## src/rtl/drs_pkg.sv

```systemverilog
// delivery rate sampler: shared constants, word types and slot layout
// no dependencies
package drs_pkg;

	localparam int TRACK_DEPTH = 256;
	localparam int SLOT_BITS   = $clog2(TRACK_DEPTH);
	localparam int TIME_BITS   = 48;
	localparam int NUM_BITS    = 48;
	localparam int BYTE_BITS   = 48;
	localparam int SIZE_BITS   = 16;
	localparam int FLIGHT_BITS = 32;
	localparam int RATE_BITS   = 64;
	localparam int MULT_BITS   = 14;
	localparam int PROD_BITS   = BYTE_BITS + MULT_BITS;
	localparam int RATE_SHIFT  = 9;
	localparam int DIVD_BITS   = PROD_BITS + RATE_SHIFT;
	localparam int CNT_BITS    = $clog2(RATE_BITS);

	// 8e6 = 15625 << 9
	localparam logic [MULT_BITS-1:0] BIT_RATE_MULT = 14'd15625;
	localparam logic [RATE_BITS-1:0] RATE_INF = '1;
	localparam logic [RATE_BITS-1:0] RATE_MAX = {{(RATE_BITS-1){1'b1}}, 1'b0};

	localparam logic [2:0] OP_SENT  = 3'd0;
	localparam logic [2:0] OP_ACKED = 3'd1;
	localparam logic [2:0] OP_LOST  = 3'd2;
	localparam logic [2:0] OP_APP   = 3'd3;
	localparam logic [2:0] OP_DROP  = 3'd4;

	typedef struct packed {
		logic [2:0]             operation;
		logic [TIME_BITS-1:0]   event_time;
		logic [NUM_BITS-1:0]    pkt_num;
		logic [SIZE_BITS-1:0]   packet_bytes;
		logic [FLIGHT_BITS-1:0] flight_bytes;
	} drs_in_t;

	typedef struct packed {
		logic                 sample_valid;
		logic [RATE_BITS-1:0] bandwidth_bps;
		logic [TIME_BITS-1:0] rtt_us;
		logic                 sample_app_limited;
		logic [BYTE_BITS-1:0] total_acked;
		logic                 app_limited_now;
		logic [NUM_BITS-1:0]  app_limited_end;
		logic                 refused;
	} drs_out_t;

	typedef struct packed {
		logic [TIME_BITS-1:0] tx_time;
		logic [SIZE_BITS-1:0] size;
		logic [BYTE_BITS-1:0] bytes_sent;
		logic [BYTE_BITS-1:0] bytes_sent_prev;
		logic [TIME_BITS-1:0] prev_sent_time;
		logic [TIME_BITS-1:0] prev_ack_time;
		logic [BYTE_BITS-1:0] bytes_acked_prev;
		logic                 app_limited;
	} drs_slot_t;

	typedef struct packed {
		logic                 start;
		logic [BYTE_BITS-1:0] bytes;
		logic [TIME_BITS-1:0] us;
	} drs_div_req_t;

endpackage

```

## src/rtl/drs_div.sv

```systemverilog
// rate divider: floor(bytes * 8e6 / us), saturated, one quotient bit per cycle
// depends on drs_pkg
module drs_div (
	input  logic                                clk,
	input  logic                                arst_n,
	input  drs_pkg::drs_div_req_t               req,
	output logic                                done,
	output logic [drs_pkg::RATE_BITS-1:0]       quot
);
	import drs_pkg::*;

	typedef enum logic [3:0] {
		D_IDLE = 4'b0001,
		D_MUL  = 4'b0010,
		D_LOAD = 4'b0100,
		D_RUN  = 4'b1000
	} dstate_t;

	dstate_t              state_q;
	logic [BYTE_BITS-1:0] bytes_q;
	logic [TIME_BITS-1:0] us_q;
	logic [PROD_BITS-1:0] prod_q;
	logic [RATE_BITS-1:0] rem_q;
	logic [RATE_BITS-1:0] lo_q;
	logic [RATE_BITS-1:0] q_q;
	logic [CNT_BITS-1:0]  cnt_q;
	logic                 done_q;

	logic [DIVD_BITS-1:0] dividend;
	logic [RATE_BITS-1:0] us_w;
	logic [RATE_BITS-1:0] shifted;
	logic                 ge;

	assign dividend = {prod_q, {RATE_SHIFT{1'b0}}};
	assign us_w     = RATE_BITS'(us_q);
	assign shifted  = {rem_q[RATE_BITS-2:0], lo_q[RATE_BITS-1]};
	assign ge       = rem_q[RATE_BITS-1] || (shifted >= us_w);

	always_ff @(posedge clk or negedge arst_n) begin
		if (!arst_n) begin
			state_q <= D_IDLE;
			done_q  <= 1'b0;
		end else begin
			done_q <= 1'b0;
			case (state_q)
				D_IDLE: begin
					if (req.start) begin
						state_q <= D_MUL;
					end
				end
				D_MUL: begin
					state_q <= D_LOAD;
				end
				D_LOAD: begin
					if (RATE_BITS'(dividend[DIVD_BITS-1:RATE_BITS]) >= us_w) begin
						done_q  <= 1'b1;
						state_q <= D_IDLE;
					end else begin
						state_q <= D_RUN;
					end
				end
				D_RUN: begin
					if (cnt_q == '0) begin
						done_q  <= 1'b1;
						state_q <= D_IDLE;
					end
				end
				default: state_q <= D_IDLE;
			endcase
		end
	end

	always_ff @(posedge clk) begin
		case (state_q)
			D_IDLE: begin
				bytes_q <= req.bytes;
				us_q    <= req.us;
			end
			D_MUL: begin
				prod_q <= PROD_BITS'(bytes_q) * PROD_BITS'(BIT_RATE_MULT);
			end
			D_LOAD: begin
				rem_q <= RATE_BITS'(dividend[DIVD_BITS-1:RATE_BITS]);
				lo_q  <= dividend[RATE_BITS-1:0];
				q_q   <= RATE_MAX;
				cnt_q <= CNT_BITS'(RATE_BITS - 1);
			end
			D_RUN: begin
				rem_q <= ge ? shifted - us_w : shifted;
				lo_q  <= {lo_q[RATE_BITS-2:0], 1'b0};
				q_q   <= {q_q[RATE_BITS-2:0], ge};
				cnt_q <= cnt_q - 1'b1;
			end
			default: ;
		endcase
	end

	assign done = done_q;
	assign quot = (q_q == RATE_INF) ? RATE_MAX : q_q;

endmodule

```

## config.mk

```make
export PLATFORM = sky130hd
export DESIGN_NAME = drs_div
export DESIGN_NICKNAME = d
export VERILOG_FILES = /design/src/rtl/drs_pkg.sv /design/src/rtl/drs_div.sv
export SDC_FILE = /design/constraint.sdc
export NUM_CORES = 1
export LEC_CHECK = 0
export ABC_AREA = 1
export BUFFER_PORTS_ARGS = -buffer_cell sky130_fd_sc_hd__buf_2
export CORE_MARGIN = 2
export CORE_UTILIZATION = 35
export CTS_CLUSTER_DIAMETER = 150
export DETAILED_ROUTE_END_ITERATION = 8
export MAX_ROUTING_LAYER = met4
export SLEW_MARGIN = 30
export SYNTH_ARGS = -nofsm -noshare
export SYNTH_HDL_FRONTEND = slang
export SYNTH_SLANG_ARGS = --single-unit
```

## constraint.sdc

```tcl
create_clock -name clk -period 19.72 [get_ports clk]
set_clock_uncertainty 0.15 [all_clocks]
set_input_delay 5.916 -clock clk [delete_from_list [all_inputs] [get_ports clk]]
set_output_delay 5.916 -clock clk [all_outputs]
set_load 0.005 [all_outputs]
```

== Word level (Yosys, flattened, before mapping) ==
Index checks and enable logic that the tools add are counted.
Operators by class
  $add $sub $neg: 2
  $mul: 1
  magnitude comparators: 2
  equal/unequal tests: 7
  muxes and demuxes: 13
  reductions and logical operators: 4
Operator list (count)
  64-bit case mux with 2 select lines: 3
  64-bit two-way mux: 2
  64-bit equality test, second input constant: 1
  64-bit by 48-bit greater-or-equal comparator with 1-bit output: 1
  64-bit by 48-bit subtractor with 64-bit output: 1
  48-bit by 14-bit multiplier with 62-bit output, second input constant: 1
  7-bit by 48-bit greater-or-equal comparator with 1-bit output: 1
  4-bit case mux with 4 select lines: 1
  4-bit two-way mux: 3
  6-bit case mux with 2 select lines: 1
  6-bit logical NOT: 1
  6-bit by 1-bit subtractor with 6-bit output, second input constant: 1
  4-bit by 1-bit equality test with 1-bit output, second input constant: 1
  4-bit by 2-bit equality test with 1-bit output, second input constant: 1
  4-bit by 3-bit equality test with 1-bit output, second input constant: 1
  4-bit equality test, second input constant: 1
  2-bit != test, second input constant: 2
  1-bit two-way mux: 2
  1-bit case mux with 2 select lines: 1
  2-bit AND reduction: 1
  2-bit nonzero test: 1
  1-bit logical OR: 1
Storage, ports and cells
  register bits: 361
  input bits: 99
  output and inout bits: 65
  logic and storage cells: 38

== Depth between registers and ports, before layout ==
  depth in word-level cells: 4
  gate-level depth with buffers: 25

== Worst setup path before layout ==
No wires, ideal clock.
  path kind: flip-flop to flip-flop
  start point: register state_q[0]
  end point: register state_q[0]
  arrival: 8332 ps
  required time: 19495 ps
  path slack: 11162 ps
  stages on the path, launching flop included: 9
  period minus slack after synthesis: 8558 ps
  path through: dfstp_2 -> inv_1 -> nor3_1 -> inv_1 -> or2_2 -> nand2_1 -> inv_1 -> nand2_1 -> nand2_1
On the way
  cells in the longest elaborated chain, start to end: 3
Ends and longest elaborated chain
  start: declaration: RTL line drs_div.sv:19  | dstate_t state_q;
  start signal: assignment: RTL line drs_div.sv:41  | state_q <= D_IDLE;
  start signal: assignment: RTL line drs_div.sv:48  | state_q <= D_MUL;
  start signal: assignment: RTL line drs_div.sv:52  | state_q <= D_LOAD;
  4-bit equality test / 4-bit by 1-bit equality test with 1-bit output (equally long branches): RTL line drs_div.sv:45  | case (state_q)
  2-bit != test (no source line)
  2-bit AND reduction (no source line)
Parallel ways exist; a longest one is shown, timed or not.
A chain may end at the register's enable or synchronous reset.

== Final worst setup path ==
  start point: register q_q[55]
  end point: output port quot[0] (netlist bit)
On the way
  cells in the longest elaborated chain, start to end: 2
Ends and longest elaborated chain
  start: declaration: RTL line drs_div.sv:25  | logic [RATE_BITS-1:0] q_q;
  start signal: assignment: RTL line drs_div.sv:91  | q_q <= {q_q[RATE_BITS-2:0], ge};
  64-bit equality test: RTL line drs_div.sv:99  | assign quot = (q_q == RATE_INF) ? RATE_MAX : q_q;
  64-bit two-way mux: RTL line drs_div.sv:99
  end: declaration: RTL line drs_div.sv:8  | output logic [drs_pkg::RATE_BITS-1:0] quot
No other way between the ends.

==> results_dict.tcl <==
set metrics [dict create \
    multiInputGateArea_um2 16700 \
    die_height_um 300 \
    initial_core_util 0.353 \
    antenna_cells 0 \
    cp_num_buf_inv 1 \
    criticalPathCategory "flip-flop to primary output" \
    drive_gt1_frac 0.0858 \
    max_slew_margin 0.427 \
    ys_ff_latch 352 \
    cts_buffers 44 \
    core_area_um2 86800 \
    status "completed" \
    antenna_found_initial 0 \
    synthCells 3756 \
    ios 164 \
    hold_viol 0 \
    arrival_ps 1860 \
    fmax_mhz 126 \
    start_kind "flip-flop" \
    post_cts_buffers 0 \
    ant_nets 0 \
    num_vias 23500 \
    drc_errors 0 \
    cts_tree "built" \
    ctsHoldBuffers 0 \
    gp_congestion 0.988 \
    path_delay_family "simple AND/OR/NAND/NOR gates" \
    slowest_delay_ps 440 \
    cts_resized 0 \
    overflow 0 \
    synthesis.area_um2 30600 \
    crit_fanout 3 \
    grt_setup_unrepaired "no" \
    worstSkewPairLatency_ps 610 \
    final_nets 4446 \
    final.fill_count 9009 \
    setup-tns-final_ps 0 \
    port_buffers 163 \
    regArea_um2 10500 \
    slowest_stage "nor4_1" \
    finalCriticalPeriod_ps 7920 \
    path_clk_slew_ps 60 \
    drtIter0Drc 1487 \
    post-route-period-util 0.402 \
    crit_chain "nand4_1 > nor4_1 > a41oi_1 > buf_2" \
    dieArea_um2 89800 \
    final_cells 5058 \
    cts_sinks 352 \
    drt_wl_total_mm 81.0 \
    clockBufferDepth 3 \
    syn-num-nets 4329 \
    post-place-cells 4982 \
    cts_root_buf "clkbuf_16" \
    async_reset_ff_frac 0.0142 \
    min_path_type "flip-flop to flip-flop" \
    grt_max_degree 81 \
    ys_warn_count 0 \
    synth-seq-area-share 0.345 \
    synth_cell_type_count 44 \
    synth-main-ff-cell "edfxtp_1" \
    maxCapViolations 0 \
    grt_pass1_vias 23600 \
    avgViaCountPerCell 4.65 \
    die_w_um 300 \
    slew_violations 0 \
    synth_area_per_cell_um2 8.15 \
    drt_first_pass_iters 5 \
    grt_pass1_wl_mm 128 \
    num_rows 108 \
    crit_required_ps 13650 \
    cp-end-kind "primary output" \
    avgRoutedWirePerCell_um 16.0 \
    htreeDepth 2 \
    area_growth_pct 10.6 \
    worst_pin_slew_ps 860 \
    grt_usage 0.188 \
    hpwl_mm 66.8 \
    synth_edf_count 347 \
    setup_viol 0 \
]
==> cells by family after synthesis <==
| family | after synthesis | share of synthesized area |
|---|---|---|
| AOI/OAI and AO/OA | 235 | 0.0410 |
| adders and majority gates | 474 | 0.247 |
| and+or+nand+nor | 1728 | 0.234 |
| xor gates and xnor gates | 76 | 0.0217 |
| DFF | 352 | 0.345 |
| buffers and inverters | 891 | 0.112 |
==> tightest hold or removal path, cell delays in order (launching register included) <==
cell,delay [ps]
edfxtp_1,320
nand2_1,50
nand2_1,50
==> state kept, by name (all words and copies together), names as in the netlist <==
| name | cells |
|---|---|
| prod_q | 62 |
| rem_q | 64 |
| state_q | 4 |
| bytes_q | 48 |
| lo_q | 55 |
| us_q | 48 |
| q_q | 64 |
| cnt_q | 6 |
| done | 1 |
==> per-layer routing <==
| metal | share of wire | up-vias | track usage |
|---|---|---|---|
| met5 | 0 | - | - |
| met4 | 0.032 | 0 | 0.0595 |
| met3 | 0.047 | 125 | 0.0248 |
| met2 | 0.47 | 504 | 0.311 |
| met1 | 0.45 | 11000 | 0.239 |
| li1 | - | 11900 | - |
==> synthesized netlist by cell type (all sizes together) (2+ instances only) <==
| cell type | n | area, um^2 |
|---|---|---|
| buf | 13 | 128 |
| a21boi | 2 | 15.0 |
| fa | 216 | 4320 |
| nand2 | 1063 | 4010 |
| o21bai | 10 | 75.1 |
| ha | 258 | 3230 |
| nand4 | 54 | 353 |
| clkbuf | 89 | 334 |
| xnor2 | 37 | 324 |
| edfxtp | 347 | 10400 |
| nand3 | 136 | 681 |
| nor3 | 32 | 165 |
| o21ai | 75 | 375 |
| nor4 | 19 | 119 |
| nand3b | 10 | 75.1 |
| inv | 789 | 2960 |
| a31oi | 2 | 12.5 |
| dfrtp | 4 | 100 |
| or2 | 64 | 400 |
| o21a | 2 | 15.0 |
| a21o | 4 | 30.0 |
| a21oi | 137 | 708 |
| xor2 | 39 | 342 |
| nor2 | 344 | 1330 |
| and2 | 5 | 33.8 |
==> worst paths after layout <==
path	start	end	slack (ps)	cells after the start
worst max register to register	bytes_q[4]	prod_q[56]	13410	20
worst max-delay path	q_q[55]	quot[0]	11800	4
worst min-delay path	prod_q[38]	lo_q[47]	340	2
worst min register to register	prod_q[38]	lo_q[47]	340	2
max in group asynchronous	arst_n	state_q[0]	14230	1
min in group asynchronous	arst_n	done	4970	1
==> metrics by stage <==
step / setup slack (ps) / hold slack, ps / util / area, um^2
3_5_place_dp: 12390 / 346 / 0.375 / 32500
5_1_grt: 11610 / 368 / 0.390 / 33900
4_1_cts: 11690 / 357 / 0.390 / 33900
3_3_place_gp: 12450 / 340 / 0.375 / 32500
2_1_floorplan: 11160 / 337 / - / 30600
6_report: 11800 / 343 / 0.390 / 33900
==> placed cells by master (no fill, tap or decap), types with 6 or more instances in the layout <==
master / instances
a21oi_1: 131
nand2_1: 1057
nand4_1: 53
xnor2_1: 37
buf_4: 8
nor3_1: 29
inv_1: 786
nand3b_1: 10
nor2_2: 11
edfxtp_1: 347
a21oi_2: 6
clkinv_2: 7
o21bai_1: 10
o21ai_1: 8
o21ai_0: 67
clkbuf_16: 44
buf_2: 163
nand3_1: 136
ha_1: 258
xor2_1: 39
fa_1: 216
or2_2: 64
nor2_1: 331
nor4_1: 19
clkinv_1: 7
==> area by class of cell <==
cell class	count	share of cell area
Multi-Input combinational cell	2513	0.492
Sequential cell	352	0.311
Inverter	789	0.0876
Tap cell	1155	0.0427
Clock buffer	49	0.0331
Timing Repair Buffer	173	0.0265
Clock inverter	27	0.00647
Power is not shown: default switching activity piles up to over one toggle a cycle in this logic, so the estimate is an artifact.
